[src/rtl/core/rdft_pkg.sv]
// shared types, register indexes and widths for the depth fog tint block
package rdft_pkg;

    // config port
    localparam int CFG_IDX_W  = 3;
    localparam int CFG_DATA_W = 19;

    localparam logic [CFG_IDX_W-1:0] REG_FOG_CONTRAST = 3'd0;
    localparam logic [CFG_IDX_W-1:0] REG_FOG_RED      = 3'd1;
    localparam logic [CFG_IDX_W-1:0] REG_FOG_GREEN    = 3'd2;
    localparam logic [CFG_IDX_W-1:0] REG_FOG_BLUE     = 3'd3;
    localparam logic [CFG_IDX_W-1:0] REG_DEPTH_LEVEL  = 3'd4;
    localparam logic [CFG_IDX_W-1:0] REG_LEVEL_COUNT  = 3'd5;

    // reset value of the level count register
    localparam logic [4:0] LEVEL_COUNT_RESET = 5'd16;

    // magnitude of contrast * level fits in 22 bits, factor carries a sign on top
    localparam int NUM_W    = 22;
    localparam int FACTOR_W = NUM_W + 1;
    localparam int CNT_W    = $clog2(NUM_W + 1);

    // colour constants
    localparam logic [7:0]  BLUE_FLOOR = 8'd8;
    localparam logic [7:0]  CHAN_MAX   = 8'hff;
    localparam logic [15:0] FLAG_MASK  = 16'h8000;

    typedef struct packed {
        logic signed [18:0] fog_contrast;
        logic [7:0]         fog_red;
        logic [7:0]         fog_green;
        logic [7:0]         fog_blue;
        logic [3:0]         depth_level;
        logic [4:0]         level_count;
    } t_fog_cfg;

    typedef struct packed {
        logic [15:0] pixel_in;
        logic        last_in;
    } t_pix_in;

    typedef struct packed {
        logic [15:0] pixel_out;
        logic        last_out;
    } t_pix_out;

endpackage

[src/rtl/core/rdft_factor_div.sv]
// scaled fog factor: contrast * level / (count - 1), divisor at least one, one quotient bit per cycle
module rdft_factor_div (
    input  logic                                 i_clk,
    input  logic                                 i_rst_n,
    input  logic                                 i_start,
    input  rdft_pkg::t_fog_cfg                   i_cfg,
    output logic                                 o_busy,
    output logic signed [rdft_pkg::FACTOR_W-1:0] o_factor
);

    logic                              r_busy;
    logic [rdft_pkg::CNT_W-1:0]        r_cnt;
    logic [rdft_pkg::NUM_W-1:0]        r_quo;
    logic [4:0]                        r_rem;
    logic [4:0]                        r_div;
    logic                              r_neg;
    logic signed [rdft_pkg::FACTOR_W-1:0] r_factor;

    logic signed [23:0]                num;
    logic [23:0]                       num_mag;
    logic [4:0]                        div_load;
    logic [5:0]                        rem_sh;
    logic                              ge;
    logic [4:0]                        n_rem;
    logic [rdft_pkg::NUM_W-1:0]        n_quo;
    logic [rdft_pkg::FACTOR_W-1:0]     quo_ext;

    // numerator and clamped divisor from the registers
    always_comb begin
        num      = 24'(i_cfg.fog_contrast * $signed({1'b0, i_cfg.depth_level}));
        num_mag  = num[23] ? 24'(-num) : num;
        div_load = (i_cfg.level_count < 5'd2) ? 5'd1 : 5'(i_cfg.level_count - 5'd1);
    end

    // one restoring step
    always_comb begin
        rem_sh  = {r_rem, r_quo[rdft_pkg::NUM_W-1]};
        ge      = rem_sh >= {1'b0, r_div};
        n_rem   = ge ? 5'(rem_sh - {1'b0, r_div}) : rem_sh[4:0];
        n_quo   = {r_quo[rdft_pkg::NUM_W-2:0], ge};
        quo_ext = {1'b0, n_quo};
    end

    // sequencer
    always_ff @(posedge i_clk) begin
        if (!i_rst_n) begin
            r_busy   <= 1'b0;
            r_cnt    <= '0;
            r_factor <= '0;
        end else if (i_start) begin
            r_busy <= 1'b1;
            r_cnt  <= rdft_pkg::CNT_W'(rdft_pkg::NUM_W);
        end else if (r_busy) begin
            r_cnt <= r_cnt - 1'b1;
            if (r_cnt == rdft_pkg::CNT_W'(1)) begin
                r_busy   <= 1'b0;
                r_factor <= r_neg ? $signed(-quo_ext) : $signed(quo_ext);
            end
        end
    end

    // datapath
    always_ff @(posedge i_clk) begin
        if (i_start) begin
            r_quo <= num_mag[rdft_pkg::NUM_W-1:0];
            r_rem <= '0;
            r_div <= div_load;
            r_neg <= num[23];
        end else if (r_busy) begin
            r_quo <= n_quo;
            r_rem <= n_rem;
        end
    end

    assign o_busy   = r_busy;
    assign o_factor = r_factor;

endmodule

[src/rtl/core/rdft_tint.sv]
// one colour channel pulled toward the fog colour and clamped to 8 bits
module rdft_tint (
    input  logic [7:0]                           i_chan,
    input  logic [7:0]                           i_fog,
    input  logic signed [rdft_pkg::FACTOR_W-1:0] i_factor,
    output logic [7:0]                           o_chan
);

    logic signed [8:0]  diff;
    logic signed [31:0] prod;
    logic signed [15:0] shifted;
    logic signed [17:0] t;

    always_comb begin
        diff    = $signed({1'b0, i_chan}) - $signed({1'b0, i_fog});
        prod    = 32'(diff * i_factor);
        // arithmetic shift right by 16 (floor)
        shifted = prod[31:16];
        t       = $signed({10'd0, i_chan}) - 18'(shifted);
        if (t < 0) begin
            o_chan = 8'd0;
        end else if (t > $signed({10'd0, rdft_pkg::CHAN_MAX})) begin
            o_chan = rdft_pkg::CHAN_MAX;
        end else begin
            o_chan = t[7:0];
        end
    end

endmodule

[src/rtl/core/rgb555_depth_fog_tint.sv]
// top level of the 1-5-5-5 palette fog tint block
// a beat passes the input register and then the result register on its way to the output
// throughput: one beat per cycle while the output is taken and no config write or divider run holds ready low
// o_ready is low while a config beat is offered, while its start strobe is pending and during the divider's 22 steps
// synchronous active-low reset clears valids and loads the register reset values
// ready is held low only by a stalled output, a config beat, its start strobe and the divider run after it
module rgb555_depth_fog_tint (
    input  logic                               i_clk,
    input  logic                               i_rst_n,
    input  logic                               i_valid,
    output logic                               o_ready,
    input  rdft_pkg::t_pix_in                  i_data,
    output logic                               o_valid,
    input  logic                               i_ready,
    output rdft_pkg::t_pix_out                 o_data,
    input  logic                               i_cfg_valid,
    output logic                               o_cfg_ready,
    input  logic [rdft_pkg::CFG_IDX_W-1:0]     i_cfg_index,
    input  logic [rdft_pkg::CFG_DATA_W-1:0]    i_cfg_data
);

    rdft_pkg::t_fog_cfg  r_cfg;
    logic                r_start;
    logic                r_s1_valid;
    rdft_pkg::t_pix_in   r_s1;
    logic                r_out_valid;
    rdft_pkg::t_pix_out  r_out;

    logic                cfg_wr;
    logic                div_busy;
    logic signed [rdft_pkg::FACTOR_W-1:0] factor;
    logic                out_free;
    logic                s1_free;
    logic                in_acc;
    logic [7:0]          red_c, grn_c, blu_c;
    logic [7:0]          red_t, grn_t, blu_t;
    logic [7:0]          blu_f;
    rdft_pkg::t_pix_out  n_out;

    // config register writes
    assign o_cfg_ready = 1'b1;
    assign cfg_wr      = i_cfg_valid & o_cfg_ready;

    always_ff @(posedge i_clk) begin
        if (!i_rst_n) begin
            r_cfg.fog_contrast <= '0;
            r_cfg.fog_red      <= '0;
            r_cfg.fog_green    <= '0;
            r_cfg.fog_blue     <= '0;
            r_cfg.depth_level  <= '0;
            r_cfg.level_count  <= rdft_pkg::LEVEL_COUNT_RESET;
            r_start            <= 1'b0;
        end else begin
            r_start <= cfg_wr;
            if (cfg_wr) begin
                unique case (i_cfg_index)
                    rdft_pkg::REG_FOG_CONTRAST: r_cfg.fog_contrast <= $signed(i_cfg_data);
                    rdft_pkg::REG_FOG_RED:      r_cfg.fog_red      <= i_cfg_data[7:0];
                    rdft_pkg::REG_FOG_GREEN:    r_cfg.fog_green    <= i_cfg_data[7:0];
                    rdft_pkg::REG_FOG_BLUE:     r_cfg.fog_blue     <= i_cfg_data[7:0];
                    rdft_pkg::REG_DEPTH_LEVEL:  r_cfg.depth_level  <= i_cfg_data[3:0];
                    rdft_pkg::REG_LEVEL_COUNT:  r_cfg.level_count  <= i_cfg_data[4:0];
                    default: ;
                endcase
            end
        end
    end

    // factor divider
    rdft_factor_div u_div (
        .i_clk    (i_clk),
        .i_rst_n  (i_rst_n),
        .i_start  (r_start),
        .i_cfg    (r_cfg),
        .o_busy   (div_busy),
        .o_factor (factor)
    );

    // pipeline flow control
    assign out_free = !r_out_valid || i_ready;
    assign s1_free  = !r_s1_valid || out_free;
    assign o_ready  = s1_free && !div_busy && !r_start && !i_cfg_valid;
    assign in_acc   = i_valid && o_ready;

    always_ff @(posedge i_clk) begin
        if (!i_rst_n) begin
            r_s1_valid  <= 1'b0;
            r_out_valid <= 1'b0;
        end else begin
            if (s1_free) begin
                r_s1_valid <= in_acc;
            end
            if (out_free) begin
                r_out_valid <= r_s1_valid;
            end
        end
    end

    // input register
    always_ff @(posedge i_clk) begin
        if (in_acc) begin
            r_s1 <= i_data;
        end
    end

    // expand channels to 8 bits
    assign red_c = {r_s1.pixel_in[4:0], 3'b000};
    assign grn_c = {r_s1.pixel_in[9:5], 3'b000};
    assign blu_c = {r_s1.pixel_in[14:10], 3'b000};

    rdft_tint u_tint_r (
        .i_chan(red_c), .i_fog(r_cfg.fog_red),   .i_factor(factor), .o_chan(red_t)
    );
    rdft_tint u_tint_g (
        .i_chan(grn_c), .i_fog(r_cfg.fog_green), .i_factor(factor), .o_chan(grn_t)
    );
    rdft_tint u_tint_b (
        .i_chan(blu_c), .i_fog(r_cfg.fog_blue),  .i_factor(factor), .o_chan(blu_t)
    );

    // blue floor, narrowing, zero entry passes through
    always_comb begin
        blu_f          = (blu_t < rdft_pkg::BLUE_FLOOR) ? rdft_pkg::BLUE_FLOOR : blu_t;
        n_out.last_out = r_s1.last_in;
        if (r_s1.pixel_in == 16'd0) begin
            n_out.pixel_out = 16'd0;
        end else begin
            n_out.pixel_out = (r_s1.pixel_in & rdft_pkg::FLAG_MASK)
                            | {1'b0, blu_f[7:3], grn_t[7:3], red_t[7:3]};
        end
    end

    // result register
    always_ff @(posedge i_clk) begin
        if (out_free && r_s1_valid) begin
            r_out <= n_out;
        end
    end

    assign o_valid = r_out_valid;
    assign o_data  = r_out;

endmodule

[config.mk]
export PLATFORM = sky130hd
export DESIGN_NAME = rgb555_depth_fog_tint
export DESIGN_NICKNAME = d
export VERILOG_FILES = /design/src/rtl/core/rdft_pkg.sv /design/src/rtl/core/rdft_factor_div.sv /design/src/rtl/core/rdft_tint.sv /design/src/rtl/core/rgb555_depth_fog_tint.sv
export SDC_FILE = /design/constraint.sdc
export NUM_CORES = 2
export LEC_CHECK = 0
export ABC_AREA = 1
export BUFFER_PORTS_ARGS = -buffer_cell sky130_fd_sc_hd__buf_4
export CAP_MARGIN = 20
export CORE_MARGIN = 1
export CORE_UTILIZATION = 50
export DETAILED_ROUTE_END_ITERATION = 16
export GPL_TIMING_DRIVEN = 0
export HOLD_SLACK_MARGIN = 0.03
export PLACE_DENSITY = 0.62
export SETUP_SLACK_MARGIN = 0.2
export SYNTH_ARGS = -nofsm -noshare
export SYNTH_HDL_FRONTEND = slang
export SYNTH_HIERARCHICAL = 1
export SYNTH_SLANG_ARGS = --single-unit
[constraint.sdc]
create_clock -name i_clk -period 11.3 [get_ports i_clk]
set_input_delay 2.26 -clock i_clk [delete_from_list [all_inputs] [get_ports i_clk]]
set_output_delay 2.26 -clock i_clk [all_outputs]
set_load 0.02 [all_outputs]
After elaboration in Yosys (flattened, before gate mapping)
Index checks and enable logic that the tools add are counted.
{"block": "word_totals", "in_bits": 44, "out_inout_bits": 20, "regBits": 151, "wordCells": 94}
{"block": "op_classes", "addsub": 11, "reduce_logical": 23, "bitwise": 3, "n_eq_ne": 6, "mux": 17, "order_cmp": 9, "multipliers": 4}
{"cell": "$mul A9 B23 Y32", "count": 3}
{"cell": "$mux W22", "count": 3}
{"cell": "$mux W8", "count": 7}
{"cell": "$gt A17 B9 Y1 const B", "count": 3}
{"cell": "$lt A17 B1 Y1 const B", "count": 3}
{"cell": "$sub A9 B16 Y17", "count": 3}
{"cell": "$sub A8 B8 Y9", "count": 3}
{"cell": "$mul A19 B5 Y24", "count": 1}
{"cell": "$mux W23", "count": 1}
{"cell": "$neg A22 Y23", "count": 1}
{"cell": "$neg A22 Y22", "count": 1}
{"cell": "$logic_not A16 Y1", "count": 1}
{"cell": "$or A16 B15 Y16", "count": 1}
{"cell": "$mux W5", "count": 3}
{"cell": "$reduce_and A2 Y1", "count": 6}
{"cell": "$sub A5 B1 Y5 const B", "count": 2}
{"cell": "$lt A8 B4 Y1 const B", "count": 1}
{"cell": "$eq A3 B2 Y1 const B", "count": 2}
{"cell": "$eq A3 B3 Y1 const B", "count": 2}
{"cell": "$ge A6 B5 Y1", "count": 1}
{"cell": "$eq A5 B1 Y1 const B", "count": 1}
{"cell": "$logic_and A1 B1 Y1", "count": 5}
{"cell": "$logic_not A1 Y1", "count": 5}
{"cell": "$lt A5 B2 Y1 const B", "count": 1}
{"cell": "other kinds (9)", "count": 13}

Logic depth before layout (Yosys ltp)
{"block": "depth", "depth_word": 9, "mapped_depth": 51, "mapped_depth_nobuf": 51}

By module
The synthesis kept the hierarchy.
{"module": "rdft_tint (u_tint_g)", "n_inst": 1, "seq_area_each_um2": 0.0, "area_per_inst_um2": 7995.2, "cells_each": 1091}
{"module": "rdft_tint (u_tint_r)", "n_inst": 1, "seq_area_each_um2": 0.0, "area_per_inst_um2": 7912.6, "cells_each": 1069}
{"module": "rdft_tint (u_tint_b)", "n_inst": 1, "seq_area_each_um2": 0.0, "area_per_inst_um2": 7903.8, "cells_each": 1081}
{"module": "rdft_factor_div", "n_inst": 1, "seq_area_each_um2": 1521.5, "area_per_inst_um2": 7221.9, "cells_each": 1075}
{"module": "rgb555_depth_fog_tint", "n_inst": 1, "seq_area_each_um2": 2122.0, "area_per_inst_um2": 3231.8, "cells_each": 346}

Least setup slack after synthesis
OpenSTA, ideal clock, no wires.
{"block": "synth_path", "path_type": "reg2reg", "startpoint": "register r_cfg[18] in the netlist's numbering", "endpoint": "register r_out, in the netlist o_data[9], data pin", "period_less_slack_ns": 7.912, "setup_time_ns": 0.258, "arrival_ns": 7.655, "n_path_buf": 0, "stages_incl_launch_ff": 48, "path_slack_ns": 3.388, "cell_sequence": "dfxtp_1 inv_1 ha_1 nand2_1 o21ai_0 a21oi_1 nor2_1 nor2_1 nor2_1 o21ai_0 nand2_1 or2_2 nand2_1 inv_1 nand2_1 fa_1 fa_1 inv_1 [... 12 more ...] a21boi_0 o21ai_0 xnor2_1 ha_1 a21oi_1 o21ai_0 a21oi_1 inv_1 nand3_1 nand2_1 a21oi_1 nand4_1 nor2_4 nand3_1 nand2_1 inv_1 inv_1 a21oi_1"}
{"block": "synth_between", "elab_chain_len": 7, "elab_cells_between_ends": 8, "classes_between": "add/sub (2); mul (1); order compare (2); mux (2); bitwise (1)"}
{"item": "start: declaration", "line": "rgb555_depth_fog_tint.sv:22", "rtl": "rdft_pkg::t_fog_cfg r_cfg;"}
{"item": "$sub A8 B8 Y9 (*)", "line": "rdft_tint.sv:15", "rtl": "diff = $signed({1'b0, i_chan}) - $signed({1'b0, i_fog});"}
{"item": "$mul A9 B23 Y32 (*)", "line": "rdft_tint.sv:16", "rtl": "prod = 32'(diff * i_factor);"}
{"item": "$sub A9 B16 Y17 (*)", "line": "rdft_tint.sv:19", "rtl": "t = $signed({10'd0, i_chan}) - 18'(shifted);"}
{"item": "$gt A17 B9 Y1", "line": "rdft_tint.sv:22", "rtl": "end else if (t > $signed({10'd0, rdft_pkg::CHAN_MAX})) begin"}
{"item": "$mux W8", "line": "rdft_tint.sv:22"}
{"item": "$mux W8 (*)", "line": "rdft_tint.sv:20", "rtl": "if (t < 0) begin"}
{"item": "net grn_t[6]", "line": "rgb555_depth_fog_tint.sv:36", "rtl": "logic [7:0] red_t, grn_t, blu_t;"}
{"item": "$or A16 B15 Y16 (*)", "line": "rgb555_depth_fog_tint.sv:129", "rtl": "| {1'b0, blu_f[7:3], grn_t[7:3], red_t[7:3]};"}
{"item": "end signal: assignment", "line": "rgb555_depth_fog_tint.sv:136", "rtl": "r_out <= n_out;"}
{"item": "end: declaration", "line": "rgb555_depth_fog_tint.sv:27", "rtl": "rdft_pkg::t_pix_out r_out;"}
The timed path passes the listed nets; every way through them passes the cells marked *.
A chain may end at the register's enable or synchronous reset.

Final worst setup path
{"block": "layout_path", "startpoint": "register r_s1, in the netlist grn_c[3]", "endpoint": "register r_out, in the netlist o_data[10], data pin"}
{"block": "layout_between", "elab_chain_len": 7, "elab_cells_between_ends": 9, "classes_between": "add/sub (2); mul (1); order compare (2); mux (2); bitwise (1); reduce/logical (1)"}
{"item": "start: declaration", "line": "rgb555_depth_fog_tint.sv:25", "rtl": "rdft_pkg::t_pix_in r_s1;"}
{"item": "start signal: assignment", "line": "rgb555_depth_fog_tint.sv:102", "rtl": "r_s1 <= i_data;"}
{"item": "$sub A8 B8 Y9", "line": "rdft_tint.sv:15"}
{"item": "$mul A9 B23 Y32", "line": "rdft_tint.sv:16"}
{"item": "$sub A9 B16 Y17 (*)", "line": "rdft_tint.sv:19"}
{"item": "$gt A17 B9 Y1", "line": "rdft_tint.sv:22"}
{"item": "$mux W8", "line": "rdft_tint.sv:22"}
{"item": "$mux W8 (*)", "line": "rdft_tint.sv:20"}
{"item": "net grn_t[7]", "line": "rgb555_depth_fog_tint.sv:36"}
{"item": "$or A16 B15 Y16 (*)", "line": "rgb555_depth_fog_tint.sv:129"}
Marked as above.

==> impl_results.md <==
* Outcome: finished, final reports clean
* Vias in the first global route at around 29,000
* Die W at between 200 and 300 um
* GRT overflow at 0
* Slew Limit Fails at 0
* Clk buf depth at 2
* Total track usage at 0.273
* Row cnt at 95
* Switch Pwr at ~0.89 mW
* Initial Utilization at 0.506
* Kind of critical path: flop to flop
* RR Endpoint: o_data[10]$_SDFFCE_PN0P_
* Crit path launch: grn_c[3]$_DFFE_PP_
* Setup Buffers After CTS at 0
* Root Driver: clkbuf_16
* Final Cycle Share at 0.836
* Flop-to-flop setup slack at around 1.9 ns
* WHS Path Cells at 0
* Routed Antenna Nets at 0
* Clock power share at 0.283
* Routed WL at about 91 mm
* Vias/cell at between 5 and 6
* Fin. Hold Viols at 0
* Antenna violations before repair at 0
* Share of cells above drive strength 1 at 0.0612
* I/O Pins at 64
* Setup violators final at 0
* Routed length per instance at 16.1 um
* Internal power at approximately 1.2 mW
* Skew final at 0.0183 ns
* Sw Share at 0.420
* DRC Markers at 0
* CP peak stage delay at 0.60 ns
* CP Capture Point: o_data[10]$_SDFFCE_PN0P_
* Combinational Power Share at 0.414
* Cts bufs inserted at 17
* CP startpoint kind: flop
* Worst slew margin at 0.208
* Cts hold-fix bufs at 0
* Pin count of the biggest net entering global routing at 26
* Crit. End Element: flop
* Vias at 28,734
* Placed Cells at approximately 5,600
* Final Wtd Congestion at about 0.94
* Die Ht at around 260 um
* DP HPWL at approximately 77 mm
* Resize count post-CTS at 0
* Reg power frac at 0.303
* Fin nets at about 5,600
* Port Buffer Count at 62
* Min-Delay Path Class: flop to flop
* Arr. time, crit path at roughly 9.7 ns
* First-pass GRT wire length at approximately 150 mm
* Htree depth at 4
* Worst Path Required at between 10 and 15 ns
* Tmin final at around 9.4 ns
* Max VDD drop at 74.8 uV
* Mapped Area at around 34,000 um^2
* RSZ-0062 raised after global routing: false
* Pre-antenna DRT Iters at 5
* Slowest cell on the critical path: edfxtp_1
* Finished Layout Cells at ~5,600
* FMAX at roughly 110 MHz
* Critical Path Fanout Max at 8
* Worst reg2reg path depth at 44
* Worst-Margin Slew at ~1.2 ns
* Cells after synthesis at around 4,600
* Core Area at between 60,000 and 70,000 um^2
* Max-Cap Viols at 0
* Synth Warn # at 6
* Leakage power at slightly below 20 nW
* Setup TNS at 0 ns
* Reg-to-reg startpoint: grn_c[3]$_DFFE_PP_
* Antenna diode count at 0
* CTS tree: built
* Sink Count at between 150 and 200
* Power density over cell area at just under 60 nW/um^2
* Die area at 69,300 um^2
* Worst-path clk slew at 0.07 ns
* Final Hold Slack at around 0.42 ns
* Clk_lat worst skew at between 0.4 and 0.5 ns
* Area grow syn2layout at 6.81%
* Mean Syn Cell Area at around 7.4 um^2
* DRT iter0 DRCs at around 1,900
layout by cell type, fill, tap and decap left out, types with 7 or more instances in the layout:
cell and count:
inv_2 22, nand3_2 11, dfxtp_1 89, nand2_4 12
o21ai_0 129, or2_2 13, ha_1 290, xor2_1 70
buf_4 65, a31oi_1 20, nand3_1 145, nand4_1 23
nand2_1 1051, conb_1 22, clkbuf_16 18, a21o_1 8
nor2_4 12, nor2_1 667, nor2_2 23, clkbuf_1 62
o21bai_1 21, o21ai_1 16, nor3_1 23, xnor2_1 33
fa_1 547, buf_2 7, a21oi_1 156, inv_1 985
nand2_2 56, edfxtp_1 62
sequential cells by signal (all words and copies together), names as in the netlist:
register and flops:
r_s1_valid 1, r_s1 6, u_div/r_quo 22, grn_c 5
u_div/r_neg 1, o_valid 1, o_data 17, u_div/o_factor 23
r_start 1, r_cfg 52, u_div/o_busy 1, n_out 1
blu_c 5, u_div/r_cnt 5, u_div/r_div 5, u_div/r_rem 5
worst max-delay path, delay by kind of cell, from the launching register on:
family | cells | cell delay (ns)
compound gates | 10 | 1.80
xor+xnor | 1 | 0.28
fa+ha+maj | 8 | 3.71
buf+inv | 7 | 0.63
flops | 1 | 0.60
simple gates | 18 | 2.17
cell type report:
cell class | instances | area, um^2
clock inverter | 12 | 138
inverter | 1008 | 3790
timing repair buffer | 67 | 546
fill | 6707 | 30900
multi-input combinational | 3415 | 26400
tap | 873 | 1090
clock buffer | 20 | 458
buffer | 81 | 397
sequential | 151 | 3640
how the worst min path moves through the flow:
stage / start / endpoint / slack (ns)
after floorplan: n_out[0]$_DFFE_PP_ / o_data[0]$_DFFE_PP_ / 0.40
after global placement: n_out[0]$_DFFE_PP_ / o_data[0]$_DFFE_PP_ / 0.40
after detailed placement: n_out[0]$_DFFE_PP_ / o_data[0]$_DFFE_PP_ / 0.41
after CTS: n_out[0]$_DFFE_PP_ / o_data[0]$_DFFE_PP_ / 0.42
after global routing: n_out[0]$_DFFE_PP_ / o_data[0]$_DFFE_PP_ / 0.43
final: n_out[0]$_DFFE_PP_ / o_data[0]$_DFFE_PP_ / 0.42
metal layers:
| metal | GRT usage | share of wire | routed length [um] |
|---|---|---|---|
| met1 | 0.362 | 0.43 | 39400 |
| met2 | 0.458 | 0.47 | 42900 |
| met3 | 0.0355 | 0.055 | 4950 |
| met4 | 0.0999 | 0.037 | 3360 |
| met5 | 0 | 0 | 0 |
power by group through the flow:
stage,Clock [mW],Combinational [mW],Sequential (mW)
after CTS,0.613,0.874,0.640
final,0.598,0.874,0.640
after detailed placement,0,0.867,0.652
after global routing,0.632,0.991,0.644
after floorplan,0,0.634,0.638
after global placement,0,0.860,0.652
per-stage QoR:
step	utilization	instance area [um^2]	worst slack [ns]	power [mW]
2_1_floorplan	-	34200	3.43	1.27
3_3_place_gp	0.531	35800	2.02	1.51
3_5_place_dp	0.532	35800	1.98	1.52
4_1_cts	0.541	36400	1.95	2.13
5_1_grt	0.541	36500	1.16	2.27
6_report	0.541	36500	1.85	2.11
(Power assumes the default switching activity.)
